[config.mk]
export PLATFORM = sky130hd
export DESIGN_NAME = sorted_list_table
export DESIGN_NICKNAME = d
export VERILOG_FILES = /design/src/rtl/slt_pkg.sv /design/src/rtl/slt_cell.sv /design/src/rtl/sorted_list_table.sv
export SDC_FILE = /design/constraint.sdc
export NUM_CORES = 2
export LEC_CHECK = 0
export BUFFER_PORTS_ARGS = -buffer_cell sky130_fd_sc_hd__buf_2
export CAP_MARGIN = 20
export CORE_ASPECT_RATIO = 0.8
export CORE_MARGIN = 3
export CORE_UTILIZATION = 50
export CTS_CLUSTER_SIZE = 20
export DETAILED_ROUTE_END_ITERATION = 10
export GPL_TIMING_DRIVEN = 0
export HOLD_SLACK_MARGIN = 0.05
export MAX_ROUTING_LAYER = met4
export PLACE_DENSITY = 0.68
export SKIP_CTS_REPAIR_TIMING = 1
export SLEW_MARGIN = 15
export SYNTH_ARGS = -nofsm -noshare
export SYNTH_HDL_FRONTEND = slang
export SYNTH_SLANG_ARGS = --single-unit
[constraint.sdc]
create_clock -name clock -period 6.38 [get_ports clock]
set_input_delay 0.638 -clock clock [delete_from_list [all_inputs] [get_ports clock]]
set_output_delay 0.638 -clock clock [all_outputs]
set_load 0.005 [all_outputs]
[src/rtl/slt_pkg.sv]
// Shared constants and types for the sorted list table.
package slt_pkg;

   localparam int CAPACITY = 16;
   localparam int IDX_W    = (CAPACITY > 1) ? $clog2(CAPACITY) : 1;
   localparam int FILL_W   = $clog2(CAPACITY + 1);

   localparam int VAL_W    = 32;
   localparam int OP_W     = 2;
   localparam int STAT_W   = 2;
   localparam int POS_W    = 4;
   localparam int CNT_W    = 5;

   localparam int REQ_DATA_W = 40;
   localparam int RSP_DATA_W = 16;

   localparam logic [OP_W-1:0] OP_INSERT = 2'd0;
   localparam logic [OP_W-1:0] OP_REMOVE = 2'd1;
   localparam logic [OP_W-1:0] OP_SEARCH = 2'd2;

   localparam logic [STAT_W-1:0] ST_OK      = 2'd0;
   localparam logic [STAT_W-1:0] ST_FULL    = 2'd1;
   localparam logic [STAT_W-1:0] ST_MISSING = 2'd2;

   // per-beat command broadcast to every cell
   typedef struct packed {
      logic ins;
      logic rem;
   } cell_ctl_type;

   // compare results reported by a cell
   typedef struct packed {
      logic lt;    // holds a value below the request
      logic bnd;   // first cell not below the request
      logic hit;   // boundary cell holds an equal value
   } cell_stat_type;

endpackage

[src/rtl/slt_cell.sv]
// One storage cell of the sorted row: compare against the request, shift on insert or remove.
module slt_cell (
   input  logic                       clock,
   input  slt_pkg::cell_ctl_type      ctl,
   input  logic [slt_pkg::VAL_W-1:0]  value,
   input  logic                       valid,
   input  logic                       prev_lt,
   input  logic [slt_pkg::VAL_W-1:0]  left_entry,
   input  logic [slt_pkg::VAL_W-1:0]  right_entry,
   output logic [slt_pkg::VAL_W-1:0]  entry,
   output slt_pkg::cell_stat_type     stat
);
   import slt_pkg::*;

   logic [VAL_W-1:0] entry_ff;
   logic [VAL_W-1:0] entry_in;
   logic             lt;
   logic             bnd;

   assign lt  = valid && ($signed(entry_ff) < $signed(value));
   assign bnd = !lt && prev_lt;

   assign stat.lt  = lt;
   assign stat.bnd = bnd;
   assign stat.hit = bnd && valid && (entry_ff == value);

   always_comb begin
      entry_in = entry_ff;
      if (ctl.ins && !lt) begin
         entry_in = bnd ? value : left_entry;
      end else if (ctl.rem && !lt) begin
         entry_in = right_entry;
      end
   end

   always_ff @(posedge clock) begin
      entry_ff <= entry_in;
   end

   assign entry = entry_ff;

endmodule

[src/rtl/sorted_list_table.sv]
// Top level of the sorted list table: cell row, count and response register.
// The response is registered: it is loaded, with its valid, at the edge that accepts the request.
// Throughput: one request per cycle unless stalled; each cell compares and shifts in that cycle.
// A response waiting for rsp_tready holds req_tready low until that beat is taken.
// Reset (synchronous, active high) empties the table and drops the response valid;
// the cell contents are not cleared, only entries below the count are ever read.
module sorted_list_table (
   input  logic                            clock,
   input  logic                            reset,
   input  logic                            req_tvalid,
   output logic                            req_tready,
   input  logic [slt_pkg::REQ_DATA_W-1:0]  req_tdata,  // op[1:0], value[33:2], zero
   output logic                            rsp_tvalid,
   input  logic                            rsp_tready,
   output logic [slt_pkg::RSP_DATA_W-1:0]  rsp_tdata   // status[1:0], position[5:2], count[10:6]
);
   import slt_pkg::*;

   logic                 accept;
   logic [OP_W-1:0]      op;
   logic [VAL_W-1:0]     value;
   logic                 full;
   logic                 match;
   logic [IDX_W-1:0]     at_idx;
   cell_ctl_type         ctl;

   logic [VAL_W-1:0]     entry_w [CAPACITY];
   cell_stat_type        stat_w  [CAPACITY];
   logic [CAPACITY-1:0]  hit_v;

   logic [FILL_W-1:0]    fill_ff, fill_in;
   logic                 rsp_valid_ff, rsp_valid_in;
   logic [RSP_DATA_W-1:0] rsp_data_ff, rsp_data_in;
   logic [STAT_W-1:0]    status;
   logic [IDX_W-1:0]     pos;

   assign req_tready = !rsp_valid_ff || rsp_tready;
   assign accept     = req_tvalid && req_tready;
   assign op         = req_tdata[OP_W-1:0];
   assign value      = req_tdata[OP_W +: VAL_W];
   assign full       = (fill_ff == FILL_W'(CAPACITY));

   for (genvar i = 0; i < CAPACITY; i++) begin : g_cell
      logic                 prev_lt;
      logic [VAL_W-1:0]     left_entry;
      logic [VAL_W-1:0]     right_entry;

      if (i == 0) begin : g_first
         assign prev_lt    = 1'b1;
         assign left_entry = value;
      end else begin : g_mid
         assign prev_lt    = stat_w[i-1].lt;
         assign left_entry = entry_w[i-1];
      end
      if (i == CAPACITY - 1) begin : g_last
         assign right_entry = entry_w[i];
      end else begin : g_nlast
         assign right_entry = entry_w[i+1];
      end

      slt_cell u_cell (
         .clock       (clock),
         .ctl         (ctl),
         .value       (value),
         .valid       (fill_ff > FILL_W'(i)),
         .prev_lt     (prev_lt),
         .left_entry  (left_entry),
         .right_entry (right_entry),
         .entry       (entry_w[i]),
         .stat        (stat_w[i])
      );

      assign hit_v[i] = stat_w[i].hit;
   end

   assign match = |hit_v;

   // boundary is one-hot (or absent when full and every entry is below)
   always_comb begin
      at_idx = '0;
      for (int i = 0; i < CAPACITY; i++) begin
         if (stat_w[i].bnd) begin
            at_idx = at_idx | IDX_W'(i);
         end
      end
   end

   assign ctl.ins = accept && (op == OP_INSERT) && !full;
   assign ctl.rem = accept && (op == OP_REMOVE) && match;

   always_comb begin
      fill_in = fill_ff;
      status  = ST_MISSING;
      pos     = '0;
      unique case (op)
         OP_INSERT: begin
            if (full) begin
               status = ST_FULL;
            end else begin
               status  = ST_OK;
               pos     = at_idx;
               fill_in = fill_ff + FILL_W'(1);
            end
         end
         OP_REMOVE: begin
            if (match) begin
               status  = ST_OK;
               pos     = at_idx;
               fill_in = fill_ff - FILL_W'(1);
            end
         end
         OP_SEARCH: begin
            if (match) begin
               status = ST_OK;
               pos    = at_idx;
            end
         end
         default: begin
            status = ST_MISSING;
         end
      endcase
      rsp_data_in = {5'd0, CNT_W'(fill_in), POS_W'(pos), status};
   end

   always_comb begin
      rsp_valid_in = rsp_valid_ff;
      if (accept) begin
         rsp_valid_in = 1'b1;
      end else if (rsp_tready) begin
         rsp_valid_in = 1'b0;
      end
   end

   always_ff @(posedge clock) begin
      if (reset) begin
         fill_ff      <= '0;
         rsp_valid_ff <= 1'b0;
      end else begin
         if (accept) begin
            fill_ff <= fill_in;
         end
         rsp_valid_ff <= rsp_valid_in;
      end
   end

   always_ff @(posedge clock) begin
      if (accept) begin
         rsp_data_ff <= rsp_data_in;
      end
   end

   assign rsp_tvalid = rsp_valid_ff;
   assign rsp_tdata  = rsp_data_ff;

   a_fill_bound: assert property (@(posedge clock) disable iff (reset)
      fill_ff <= FILL_W'(CAPACITY))
      else $error("fill beyond capacity");

   a_insert_grows: assert property (@(posedge clock) disable iff (reset)
      (accept && (op == OP_INSERT) && !full) |=> (fill_ff == $past(fill_ff) + FILL_W'(1)))
      else $error("insert did not grow the table");

   a_fail_pos_zero: assert property (@(posedge clock) disable iff (reset)
      (rsp_valid_ff && (rsp_data_ff[STAT_W-1:0] != ST_OK))
         |-> (rsp_data_ff[STAT_W +: POS_W] == '0))
      else $error("failed beat carries a position");

   a_full_count: assert property (@(posedge clock) disable iff (reset)
      (rsp_valid_ff && (rsp_data_ff[STAT_W-1:0] == ST_FULL))
         |-> (rsp_data_ff[STAT_W+POS_W +: CNT_W] == CNT_W'(CAPACITY)))
      else $error("full reject with wrong count");

endmodule

==> metrics <==
status=finished with violations; failing checks=setup timing; PwrDens=211 nW/um^2; Final Hold Viols=0; max-cap violation count=0; Via density=6.37; worst path required time=6670 ps; Int Pwr=about 6.3 mW; clock sinks=529; Post-route DRC=0; PortBufs=19; Distinct cells, synth=84; Logic pwr share=17.6%; post-route minimum period=6500 ps; Switching Fraction=30.1%; initial core utilization=51.1%; Psw=between 2 and 3 mW; worst-path maximum fanout=32; CP endpoint kind=flip-flop; Post-DRT Antenna Nets=0; CTS tree=built; fin crit share=102%; layout cell share with drive strength beyond 1=8.42%; commonest non-fill, non-tap cell in the layout=a21oi_1; CP peak stage delay=980 ps; Hold WC Path Type=input port to flip-flop; Worst Tran Pin Value=1220 ps; Most Frequent Cell on Critical Path=nand4_1; Crit Path Class=input port to flip-flop; final wirelength=132000 um; largest net degree at the start of global routing=33; Synth async-reset ratio=0%; chip width=315 um; Area Overhead vs Synth=11.1%; drt first-iter violations=4879; synthesized instance count=4053; hpwl dp=approximately 98000 um; antenna violations before repair=1; Max clock buf depth=3; post-layout util=56.8%; Tot GR Track Use=31.6%; slack of the critical path=-121 ps; Slew Limit Fails=0; first-pass GRT wire length=188000 um; Setup Viol. Count Final=342; Slew Limit Headroom=around a fifth; top_reg_cell synth=edfxtp_1; average routed wire per standard cell=24.8 um; Core Area=74700 um^2; Mean Syn Cell Area=9.43 um^2; worst skew pair latency=680 ps; Seq/Total Area, Yosys=41.4%; total grt overflow=0; Post-Syn Area=38200 um^2; CTS HTree Levels=2; post-route setup TNS=-20230 ps; peak supply drop=0.000203 V; fillers=about 6700; count of flip-flops with a built-in enable after synthesis=523; commonest cells after routing, fill and taps aside=a21oi_1 (701), nor2_1 (603), edfxtp_1 (523); Die Ht=253 um; TritonCTS Buffers=58; clock skew=36.5 ps; I/O pin count=62; number of global-route vias before repair=around 30000; Synth Register Bits=529; via count=33800; CP Data Arrival Time=6790 ps; Max Fclk=0.154 GHz; clock share of power=about 37%; CP startpoint kind=input port; Worst-path clk slew=approximately 60 ps; Flop pwr share=45.0%; CTS Root Cell=clkbuf_16; Pleak=around 17 nW; first-pass iteration count of the detailed router=6; cell row count=slightly below 90; gp weighted congestion=~0.97; Ys Warns=0; dpl ws=-1400 ps; critical path cell sequence=clkbuf_1, clkinvlp_2, ha_1, nand4_1, nor4_1, nand4_1, mux2i_1, a2bb2oi_1, nand4b_2, o21ai_4, a21oi_4, buf_6, and2_4; CP max-delay cell=clkinvlp_2; die area=~80000 um^2; Final nets=4813
power by group through the flow:
stage               clock, mW  sequential (mW)  combinational [mW]
global route             3.50             4.05                1.72
global placement            0             4.11                1.39
finish                   3.35             4.04                1.58
floorplan                   0             4.08               0.978
detailed placement          0             4.11                1.44
CTS                      3.36             4.04                1.45
routing by layer:
layer	vias to the layer above	routed length (um)	part of all wire (%)	track usage [%]
li1	15500	-	-	-
met1	16200	59900	46	49.0
met2	1878	53400	41	41.1
met3	207	14900	11	6.66
met4	0	3390	2.6	7.55
met5	-	0	0	-
final timing paths:
kind | from | end | slack [ps] | cells after the start
max | req_tdata[33] | g_cell[1].u_cell.entry[4] | -120 | 13
min | req_tvalid | rsp_tvalid | 230 | 3
max reg2reg | fill_ff[2] | g_cell[1].u_cell.entry[4] | 400 | 14
min reg2reg | rsp_tvalid | rsp_tvalid | 550 | 2
metrics by stage:
stage | instance area (um^2) | power [mW] | hold WS (ps) | std cells
after floorplan | 38200 | 5.06 | 545 | 4057
after global placement | 39600 | 5.50 | 537 | 5077
after detailed placement | 39800 | 5.55 | 542 | 5085
after CTS | 41500 | 8.84 | 214 | 5194
after global routing | 42400 | 9.27 | 252 | 5300
final | 42400 | 8.97 | 233 | 5304
kinds of logic (layout without fill, tap and decap cells):
group / after synthesis / in the layout / synth area share [%]
compound gates: 1179 / 1179 / 17.2
xor+xnor: 4 / 4 / 0.0917
fa+ha+maj: 520 / 520 / 17.0
buf+inv: 297 / 538 / 3.03
flops: 529 / 529 / 41.4
mux: 235 / 235 / 6.37
other cells: 1 / 10 / 0.00982
simple gates: 1288 / 1288 / 14.8
cell type report:
class	instances	area [um^2]	share of cell area, %
Antenna cell	5	12.5	0.0295
Multi-Input combinational cell	3231	21300	50.2
Tap cell	1001	1250	2.95
Inverter	76	398	0.938
Timing Repair inverter	27	135	0.318
Sequential cell	529	15800	37.3
Timing Repair Buffer	105	833	1.96
Buffer	221	880	2.07
Clock buffer	69	1490	3.52
Clock inverter	40	297	0.699
state kept, by name, indices dropped and copies added (netlist names):
name	cells
g_cell.u_cell.entry	512
rsp_tvalid	1
fill_ff	5
rsp_tdata	11
cells in the mapped netlist, types with 44 or more instances:
cell type | number | area, um^2
nand2_1 | 379 | 1420
o21ai_0 | 240 | 1200
ha_1 | 520 | 6510
a21oi_1 | 702 | 3510
mux2_2 | 60 | 676
mux2i_1 | 169 | 1690
nand4_1 | 96 | 601
a21o_1 | 49 | 368
clkbuf_1 | 191 | 717
nor2_1 | 603 | 2260
inv_1 | 45 | 169
edfxtp_1 | 523 | 15700
nand3_1 | 44 | 220
worst max-delay path, delay by kind of cell:
kind | cells | cell delay (ps)
AND/OR/NAND/NOR | 5 | 2020
buffers and inverters | 3 | 1830
AO/OA/AOI/OAI | 3 | 960
adder cells (fa/ha/maj) | 1 | 810
multiplexers | 1 | 450
No activity file was read; power rests on OpenSTA's default activity.
